### src/rtl/grr_pkg.sv
// Shared types and constants for the group reverse reorder block.
package grr_pkg;

   localparam int VALUE_WIDTH       = 32;
   localparam int CFG_WIDTH         = 7;
   localparam int MAX_GROUP_DEFAULT = 64;

   localparam logic [CFG_WIDTH-1:0] GROUP_SIZE_RESET = CFG_WIDTH'(2);
   localparam logic [CFG_WIDTH-1:0] GROUP_SIZE_MIN   = CFG_WIDTH'(2);

   typedef struct packed {
      logic signed [VALUE_WIDTH-1:0] item_value;
      logic                          list_end;
   } req_type;

   typedef struct packed {
      logic signed [VALUE_WIDTH-1:0] out_value;
      logic                          run_last;
      logic                          list_done;
   } rsp_type;

   typedef struct packed {
      logic signed [VALUE_WIDTH-1:0] value;
      logic                          list_end;
      logic                          reverse;
      logic [CFG_WIDTH-1:0]          count;
   } cmd_type;

   typedef struct packed {
      logic                          en;
      logic [CFG_WIDTH-1:0]          addr;
      logic signed [VALUE_WIDTH-1:0] data;
   } wr_type;

endpackage

### src/rtl/grr_front.sv
// Front end: accepts requests, holds the group size, classifies and buffers values.
module grr_front #(
   parameter int MAX_GROUP = grr_pkg::MAX_GROUP_DEFAULT
) (
   input  logic                           clock,
   input  logic                           reset,
   input  logic                           req_valid,
   output logic                           req_ready,
   input  grr_pkg::req_type               req,
   input  logic                           csr_we,
   input  logic [grr_pkg::CFG_WIDTH-1:0]  csr_wdata,
   input  logic                           cmd_empty,
   output logic                           cmd_push,
   output grr_pkg::cmd_type               cmd,
   output grr_pkg::wr_type                wr
);
   import grr_pkg::*;

   localparam logic [CFG_WIDTH-1:0] K_MAX = CFG_WIDTH'(MAX_GROUP);

   logic [CFG_WIDTH-1:0] group_size_ff, group_size_in;
   logic [CFG_WIDTH-1:0] fill_ff, fill_in;
   logic [CFG_WIDTH-1:0] k;
   logic [CFG_WIDTH:0]   total;
   logic                 accept, is_group, is_forward;

   always_ff @(posedge clock) begin
      if (reset) begin
         group_size_ff <= GROUP_SIZE_RESET;
         fill_ff       <= '0;
      end else begin
         group_size_ff <= group_size_in;
         fill_ff       <= fill_in;
      end
   end

   always_comb begin
      group_size_in = csr_we ? csr_wdata : group_size_ff;
      k          = (group_size_ff > K_MAX) ? K_MAX : group_size_ff;
      total      = {1'b0, fill_ff} + (CFG_WIDTH+1)'(1);
      req_ready  = cmd_empty;
      accept     = req_valid && req_ready;
      is_group   = (k >= GROUP_SIZE_MIN) && (total >= {1'b0, k});
      is_forward = !is_group && (req.list_end || (k < GROUP_SIZE_MIN));
      cmd_push   = accept && (is_group || is_forward);

      cmd.value    = req.item_value;
      cmd.list_end = req.list_end;
      cmd.reverse  = is_group;
      cmd.count    = fill_ff;

      wr.en   = accept && !cmd_push;
      wr.addr = fill_ff;
      wr.data = req.item_value;

      fill_in = fill_ff;
      if (accept) begin
         fill_in = cmd_push ? '0 : total[CFG_WIDTH-1:0];
      end
   end

endmodule

### src/rtl/grr_queue.sv
// Two-entry command queue between the front and back ends.
module grr_queue (
   input  logic             clock,
   input  logic             reset,
   input  logic             push,
   input  grr_pkg::cmd_type push_data,
   input  logic             pop,
   output grr_pkg::cmd_type head,
   output logic             empty
);
   import grr_pkg::*;

   cmd_type    entry_ff [2];
   logic       wr_ptr_ff, wr_ptr_in;
   logic       rd_ptr_ff, rd_ptr_in;
   logic [1:0] count_ff, count_in;
   logic       do_push, do_pop;

   always_comb begin
      empty     = (count_ff == 2'd0);
      do_push   = push && (count_ff != 2'd2);
      do_pop    = pop && !empty;
      wr_ptr_in = do_push ? !wr_ptr_ff : wr_ptr_ff;
      rd_ptr_in = do_pop ? !rd_ptr_ff : rd_ptr_ff;
      count_in  = count_ff + {1'b0, do_push} - {1'b0, do_pop};
      head      = entry_ff[rd_ptr_ff];
   end

   always_ff @(posedge clock) begin
      if (reset) begin
         wr_ptr_ff <= 1'b0;
         rd_ptr_ff <= 1'b0;
         count_ff  <= 2'd0;
      end else begin
         wr_ptr_ff <= wr_ptr_in;
         rd_ptr_ff <= rd_ptr_in;
         count_ff  <= count_in;
      end
   end

   always_ff @(posedge clock) begin
      if (do_push) begin
         entry_ff[wr_ptr_ff] <= push_data;
      end
   end

endmodule

### src/rtl/grr_back.sv
// Back end: group buffer, read sequencer and response output register.
module grr_back #(
   parameter int MAX_GROUP = grr_pkg::MAX_GROUP_DEFAULT
) (
   input  logic             clock,
   input  logic             reset,
   input  grr_pkg::wr_type  wr,
   input  logic             cmd_valid,
   input  grr_pkg::cmd_type cmd,
   output logic             cmd_pop,
   output logic             rsp_valid,
   input  logic             rsp_ready,
   output grr_pkg::rsp_type rsp
);
   import grr_pkg::*;

   localparam int FW = $clog2(MAX_GROUP);

   logic signed [VALUE_WIDTH-1:0] mem [MAX_GROUP];

   logic [CFG_WIDTH-1:0]          pos_ff, pos_in;
   logic                          s1_valid_ff, s1_valid_in;
   logic signed [VALUE_WIDTH-1:0] s1_data_ff;
   logic                          s1_last_ff, s1_done_ff;
   logic                          out_valid_ff, out_valid_in;
   rsp_type                       out_ff;
   logic                          s2_adv, issue, last, use_value;
   logic [CFG_WIDTH-1:0]          addr_full;
   logic [FW-1:0]                 rd_addr;

   always_comb begin
      last      = (pos_ff == cmd.count);
      s2_adv    = !out_valid_ff || rsp_ready;
      issue     = cmd_valid && (!s1_valid_ff || s2_adv);
      cmd_pop   = issue && last;
      use_value = cmd.reverse ? (pos_ff == '0) : last;
      addr_full = cmd.reverse ? (cmd.count - pos_ff) : pos_ff;
      rd_addr   = addr_full[FW-1:0];

      pos_in = pos_ff;
      if (issue) begin
         pos_in = last ? '0 : pos_ff + CFG_WIDTH'(1);
      end

      s1_valid_in = s1_valid_ff;
      if (issue) begin
         s1_valid_in = 1'b1;
      end else if (s2_adv) begin
         s1_valid_in = 1'b0;
      end

      out_valid_in = s2_adv ? s1_valid_ff : out_valid_ff;
      rsp_valid    = out_valid_ff;
      rsp          = out_ff;
   end

   always_ff @(posedge clock) begin
      if (reset) begin
         pos_ff       <= '0;
         s1_valid_ff  <= 1'b0;
         out_valid_ff <= 1'b0;
      end else begin
         pos_ff       <= pos_in;
         s1_valid_ff  <= s1_valid_in;
         out_valid_ff <= out_valid_in;
      end
   end

   always_ff @(posedge clock) begin
      if (wr.en) begin
         mem[wr.addr[FW-1:0]] <= wr.data;
      end
   end

   always_ff @(posedge clock) begin
      if (issue) begin
         s1_data_ff <= use_value ? cmd.value : mem[rd_addr];
         s1_last_ff <= last;
         s1_done_ff <= last && cmd.list_end;
      end
   end

   always_ff @(posedge clock) begin
      if (s2_adv) begin
         out_ff.out_value <= s1_data_ff;
         out_ff.run_last  <= s1_last_ff;
         out_ff.list_done <= s1_done_ff;
      end
   end

endmodule

### src/rtl/group_reverse_reorder_core.sv
// Top level of the group reverse reorder block.
//
// Requests carry one list value and an end-of-list mark on a valid/ready
// channel; responses leave on a valid/ready channel, each marked with
// run_last (last response of its request) and list_done (end of the list).
// The user must write the group size through csr_we/csr_wdata only while
// the block idles; the block itself does not enforce it. A request that
// is only buffered yields no response. A request that completes a group,
// ends the list or passes through yields count+1 responses, one per cycle
// while rsp_ready stays high, the first passing through the command queue,
// the read stage and the output register. No request is accepted until the
// back end has read every buffered value of the pending command.
// Reset clears the fill count, the command queue and the output stage and
// sets the group size to 2. When the receiver stalls, the output register
// and one read stage hold, and the sequencer waits.
module group_reverse_reorder_core #(
   parameter int MAX_GROUP = grr_pkg::MAX_GROUP_DEFAULT
) (
   input  logic                          clock,
   input  logic                          reset,
   input  logic                          req_valid,
   output logic                          req_ready,
   input  grr_pkg::req_type              req,
   output logic                          rsp_valid,
   input  logic                          rsp_ready,
   output grr_pkg::rsp_type              rsp,
   input  logic                          csr_we,
   input  logic [grr_pkg::CFG_WIDTH-1:0] csr_wdata
);
   import grr_pkg::*;

   logic    cmd_push, cmd_pop, cmd_empty;
   cmd_type cmd_in, cmd_head;
   wr_type  wr;

   grr_front #(.MAX_GROUP(MAX_GROUP)) u_front (
      .clock     (clock),
      .reset     (reset),
      .req_valid (req_valid),
      .req_ready (req_ready),
      .req       (req),
      .csr_we    (csr_we),
      .csr_wdata (csr_wdata),
      .cmd_empty (cmd_empty),
      .cmd_push  (cmd_push),
      .cmd       (cmd_in),
      .wr        (wr)
   );

   grr_queue u_queue (
      .clock     (clock),
      .reset     (reset),
      .push      (cmd_push),
      .push_data (cmd_in),
      .pop       (cmd_pop),
      .head      (cmd_head),
      .empty     (cmd_empty)
   );

   grr_back #(.MAX_GROUP(MAX_GROUP)) u_back (
      .clock     (clock),
      .reset     (reset),
      .wr        (wr),
      .cmd_valid (!cmd_empty),
      .cmd       (cmd_head),
      .cmd_pop   (cmd_pop),
      .rsp_valid (rsp_valid),
      .rsp_ready (rsp_ready),
      .rsp       (rsp)
   );

   a_done_is_last: assert property (@(posedge clock) disable iff (reset)
      (rsp_valid && rsp.list_done) |-> rsp.run_last)
      else $error("list_done without run_last");

   a_push_when_empty: assert property (@(posedge clock) disable iff (reset)
      cmd_push |-> cmd_empty)
      else $error("command pushed while another is pending");

   a_write_when_idle: assert property (@(posedge clock) disable iff (reset)
      wr.en |-> cmd_empty)
      else $error("buffer written while back end reads it");

   a_pop_nonempty: assert property (@(posedge clock) disable iff (reset)
      cmd_pop |-> !cmd_empty)
      else $error("command popped from empty queue");

endmodule

### config.mk
export PLATFORM = sky130hd
export DESIGN_NAME = group_reverse_reorder_core
export DESIGN_NICKNAME = d
export VERILOG_FILES = /design/src/rtl/grr_pkg.sv /design/src/rtl/grr_front.sv /design/src/rtl/grr_queue.sv /design/src/rtl/grr_back.sv /design/src/rtl/group_reverse_reorder_core.sv
export SDC_FILE = /design/constraint.sdc
export NUM_CORES = 2
export LEC_CHECK = 0
export ABC_CLOCK_PERIOD_IN_PS = 15750
export BUFFER_PORTS_ARGS = -buffer_cell sky130_fd_sc_hd__buf_2
export CELL_PAD_IN_SITES_DETAIL_PLACEMENT = 1
export CELL_PAD_IN_SITES_GLOBAL_PLACEMENT = 2
export CORE_AREA = 10 10 479 481
export CTS_CLUSTER_SIZE = 28
export DETAILED_ROUTE_END_ITERATION = 8
export DIE_AREA = 0 0 489 491
export PLACE_DENSITY = 0.7
export SLEW_MARGIN = 20
export SYNTH_ARGS = -nofsm -noshare
export SYNTH_HDL_FRONTEND = slang
export SYNTH_HIERARCHICAL = 1
export SYNTH_SLANG_ARGS = --single-unit
### constraint.sdc
create_clock -name clock -period 15.75 [get_ports clock]
set_clock_uncertainty 0.05 [all_clocks]
set_input_delay 1.575 -clock clock [delete_from_list [all_inputs] [get_ports clock]]
set_output_delay 1.575 -clock clock [all_outputs]
set_load 0.005 [all_outputs]
# --- After elaboration in Yosys (flattened, before gate mapping) ---
# Memories as Yosys holds them, arrays and structs flattened. A register that Yosys moved wholly into a read port is not among the register bits.
# Index checks and enable logic that the tools add are counted.
totals:
  ff_bits: 95
  ramBits: 2130
  inputBits: 45
  output_inout_bits: 36
  elab_cells: 65
  memories: 2
mem_list:
  columns: ["memory", "depth", "word_bits", "rd", "rd_ports_with_merged_regs", "write_ports", "line", "text"]
  rows:
  - ["u_back.mem", 64, 32, 1, 0, 1, "grr_back.sv:19", "logic signed [VALUE_WIDTH-1:0] mem [MAX_GROUP];"]
  - ["u_queue.entry_ff", 2, 41, 1, 1, 1, "grr_queue.sv:13", "cmd_type entry_ff [2];"]
classes:
  n_addsub: 5
  magnitude_cmp: 4
  eq_ne: 2
  mux: 14
  n_reduce_logical: 24
ops:
  columns: ["operator", "n"]
  rows:
  - ["2-to-1 mux 32 bit", 1]
  - ["2-to-1 mux 7 bit", 3]
  - ["logical AND 1 bit", 10]
  - ["2-to-1 mux 1 bit", 9]
  - ["adder 7 x 1 -> 8 bit (second input constant)", 1]
  - ["greater-or-equal comparator 8 x 7 -> 1 bit", 1]
  - ["adder 7 x 1 -> 7 bit (second input constant)", 1]
  - ["equality test 7 bit", 1]
  - ["greater-or-equal comparator 7 x 2 -> 1 bit (second input constant)", 1]
  - ["greater-than comparator 7 bit (second input constant)", 1]
  - ["zero test 1 bit", 7]
  - ["zero test 7 bit", 1]
  - ["less-than comparator 7 x 2 -> 1 bit (second input constant)", 1]
  - ["2-to-1 mux 6 bit", 1]
  - ["subtractor 6 bit", 1]
  - ["logical OR 1 bit", 4]
  - ["adder 2 x 1 -> 2 bit", 1]
  - ["zero test 2 bit", 1]
  - ["inequality test 2 bit (second input constant)", 1]
  - ["nonzero test 2 bit", 1]
  - ["subtractor 2 x 1 -> 2 bit", 1]

# --- Logic depth before layout (Yosys ltp) ---
depth:
  word_depth: 12
  mapped_depth: 16

# --- Cells and area by module ---
# Netlist, hierarchy kept.
by_module_without_submodules:
  columns: ["module", "n_inst", "cells_each", "area_each_um2", "seq_area_each_um2"]
  rows:
  - ["grr_back", 1, 5132, 82432.8, 63721.1]
  - ["grr_queue", 1, 153, 3399.5, 2562.5]
  - ["grr_front", 1, 177, 1457.6, 280.3]
  - ["group_reverse_reorder_core", 1, 1, 3.8, 0.0]

# --- Worst setup path before layout ---
# Ideal clock, no wire load.
synth_path:
  path_kind: "register to register"
  from: "reg u_front.fill_ff[0]"
  to: "mem u_back.mem[48][0] (enable)"
  setup_ps: 461
  t_arrival_ps: 4638
  setup_slack_ps: 10601
  stages_incl_launch_ff: 14
  period_less_slack_ps: 5149
  cell_sequence: "dfxtp_1 > ha_1 > nand3_1 > nor2_1 > xor2_1 > ha_1 > a41o_2 > a21oi_2 > clkbuf_8 > nand3_1 > nor2_1 > nor2b_1 > nand4b_1 > nor3_1"
synth_lines:
  columns: ["element", "line", "text"]
  rows:
  - ["from (decl)", "grr_front.sv:22", "logic [CFG_WIDTH-1:0] fill_ff, fill_in;"]
  - ["from (signal assigned)", "grr_front.sv:33", "fill_ff <= fill_in;"]
  - ["to (decl)", "grr_back.sv:19", null]

==> flow_summary.yaml <==
run_status:
  outcome: "completed"
detailed_routing:
  drt_wl_total_mm: 276.0
  wl_per_cell_um: 32.11
  ant_nets: 0
  viasPerCell: 5.917
  drtIter0Drc: 5381
  drc: 0
  first_pass_iters: 5
  vias: 50850
setup_path:
  start_kind: "flip-flop"
  cp_num_buf_inv: 5
  rr_endpoint: "u_back/s1_data_ff[4]"
  end_kind: "flip-flop"
  critPathMaxStageDelay_ps: 730
  reg2reg_depth: 14
  crit_path_max_fanout: 38
  crit_family: "buffers and inverters"
  critPathRequiredTime_ps: 16280
  crit_slowest_cell: "a31oi_1"
  crit_chain: "buf_4, mux2_4, ha_1, nor4bb_1, a311oi_1, and3_4, buf_4, buf_4, buf_4, nand2_1, buf_4, a31oi_1, or3_1, nand4_1"
  path_class: "flip-flop to flip-flop"
  cp_data_arrival_time_ps: 7290
  r2r_slack_ps: 8990
  cp_common_cell: "buf_4"
final_layout:
  drive_above_1_share: 0.1423
  num-nets-final: 5584
  final.fill_count: 21130
  regArea_um2: 66570
  area_delta_synth_final_pct: 12.55
  multiInputGateArea_um2: 19360
power:
  clkPwrFrac: 0.345
  p_comb_frac: 0.202
  p_sw_uw: 4439
  power_frac_seq: 0.453
  switching_share: 0.2990
  vdd_drop_max_mv: 0.1199
  p_leak_uw: 0.03169
  power.density_nw_per_um2: 151.1
  p_int_uw: 10410
  p_total_uw: 14840
flow_run:
  maxCapViolations: 0
placement:
  dp_worst_setup_slack_ps: 9139
  place_congestion: 0.8023
  portBuffers: 80
  dp_hpwl_mm: 153.1
floorplan:
  die_h_um: 491
  dieArea_um2: 240100
  die_x_um: 489
  initial_core_util: 0.3980
  ioPinCount: 81
  core_area_um2: 219300
  num_rows: 172
yosys:
  synth_fp_nets: 5525
  syn_inst: 5462
  yosys_warnings: 6
  syn_area_per_cell_um2: 15.98
  synth_area_um2: 87290
clock_network:
  htreeDepth: 4
  post_cts_resized: 0
  clk_latency_ps: 880
  cts_max_path_buffers: 3
  clk_pin_slew_ps: 60
  cts_inserted_buffers: 223
  cts_tree: "done"
  ctsHoldBuffers: 0
  cts_sinks: 2226
  cts_setup_buffers: 0
  root_buffer: "clkbuf_16"
hold_path:
  min_from: "u_back/s1_data_ff[28]"
  holdPathEnd: "u_back/rsp[30]"
  whs_path_depth: 0
  hp-class: "flip-flop to flip-flop"
sta:
  whs_ps: 380.4
  setup_viol: 0
  finalCritPeriodShare: 0.4292
  worst_pin_slew_ps: 1149
  fmax_mhz: 147.9
  min_period_ps: 6761
  hold_violations: 0
  finalSetupTns_ps: 0
  setup_slack_ps: 8989
  timing.slew.headroom: 0.2237
  rsz0062_at_grt: "no"
  maxSlewViolCount: 0
grt:
  antenna_found_initial: 21
  grtUsageTotal: 0.2244
  grt-ovfl-total: 0
  grt_max_degree: 143
  grt_pass1_vias: 51530
  grt_pass1_wl_mm: 390.4
[stage by stage]
step                utilization  instance area [um2]  cells
floorplan                     -                87290   5462
global placement         0.4161                91260   8167
detailed placement       0.4163                91300   8167
CTS                      0.4478                98210   8578
global route             0.4478                98210   8579
finish                   0.4480                98240   8593
[routing by layer]
metal  track usage  vias to the layer above  wire, um
li1              -                    21290         -
met2        0.3605                     1884    130300
met5             0                        -        27
met4       0.08322                        4     10820
met3       0.03849                      441     18890
met1        0.3059                    27230    115900
[state kept, by name (all words and copies together), names as in the netlist, named ones only]
| name | cells |
|---|---|
| u_back/mem | 2048 |
| u_back/rsp_valid | 1 |
| u_back/s1_valid_ff | 1 |
| u_queue/entry_ff | 82 |
| u_queue/count_ff | 2 |
| u_front/fill_ff | 7 |
| u_back/rsp | 34 |
| u_back/s1_last_ff | 1 |
| u_back/s1_done_ff | 1 |
| u_front/group_size_ff | 7 |
| u_queue/wr_ptr_ff | 1 |
| u_back/s1_data_ff | 32 |
| u_queue/rd_ptr_ff | 1 |
| u_back/pos_ff | 7 |
[worst max path at each step]
| stage | cells after the start | start | slack [ps] | end |
|---|---|---|---|---|
| 5_1_grt | 14 | flip-flop | 8900 | u_back/s1_data_ff[4] |
| 2_1_floorplan | 13 | u_front/fill_ff[0] | 10600 | u_back/mem[48][0] |
| 3_5_place_dp | 14 | flip-flop | 9140 | u_back/s1_data_ff[4] |
| 3_3_place_gp | 14 | flip-flop | 9190 | u_back/s1_data_ff[4] |
| 6_report | 14 | flip-flop | 8990 | u_back/s1_data_ff[4] |
| 4_1_cts | 14 | flip-flop | 9160 | u_back/s1_data_ff[4] |
[cells in the final DEF, fill, tap and decap left out, drive strengths merged, types with 101 or more instances in the layout]
master  instances
edfxtp       2198
nand2        1020
clkbuf        287
mux2i         266
buf           247
a32oi         224
nor2          196
nand3         176
a31oi         131
mux4          128
clkinv        101
[layout make-up]
cell class,count,share of cell area
sequential,2226,0.6775
multi-input combinational,2803,0.1971
clock buffer,287,0.06011
tap,2871,0.03656
timing repair buffer,247,0.01735
clock inverter,124,0.01023
inverter,20,0.0007641
antenna,15,0.0003821
[power by group through the flow]
stage               Combinational, uW  Clock (uW)  Sequential, uW
floorplan                        1830           0            6780
global placement                 2960           0            6850
detailed placement               2990           0            6850
CTS                              3010        5200            6730
global route                     3190        5440            6730
finish                           3000        5120            6730
[worst register-to-register path: stages (launching register included)]
cell and delay, ps:
dfxtp_2 620, buf_4 660, mux2_4 420, ha_1 430
nor4bb_1 90, a311oi_1 490, and3_4 620, buf_4 490
buf_4 550, buf_4 510, nand2_1 120, buf_4 320
a31oi_1 740, or3_1 280, nand4_1 100
Power figures use the tool's default switching activity.
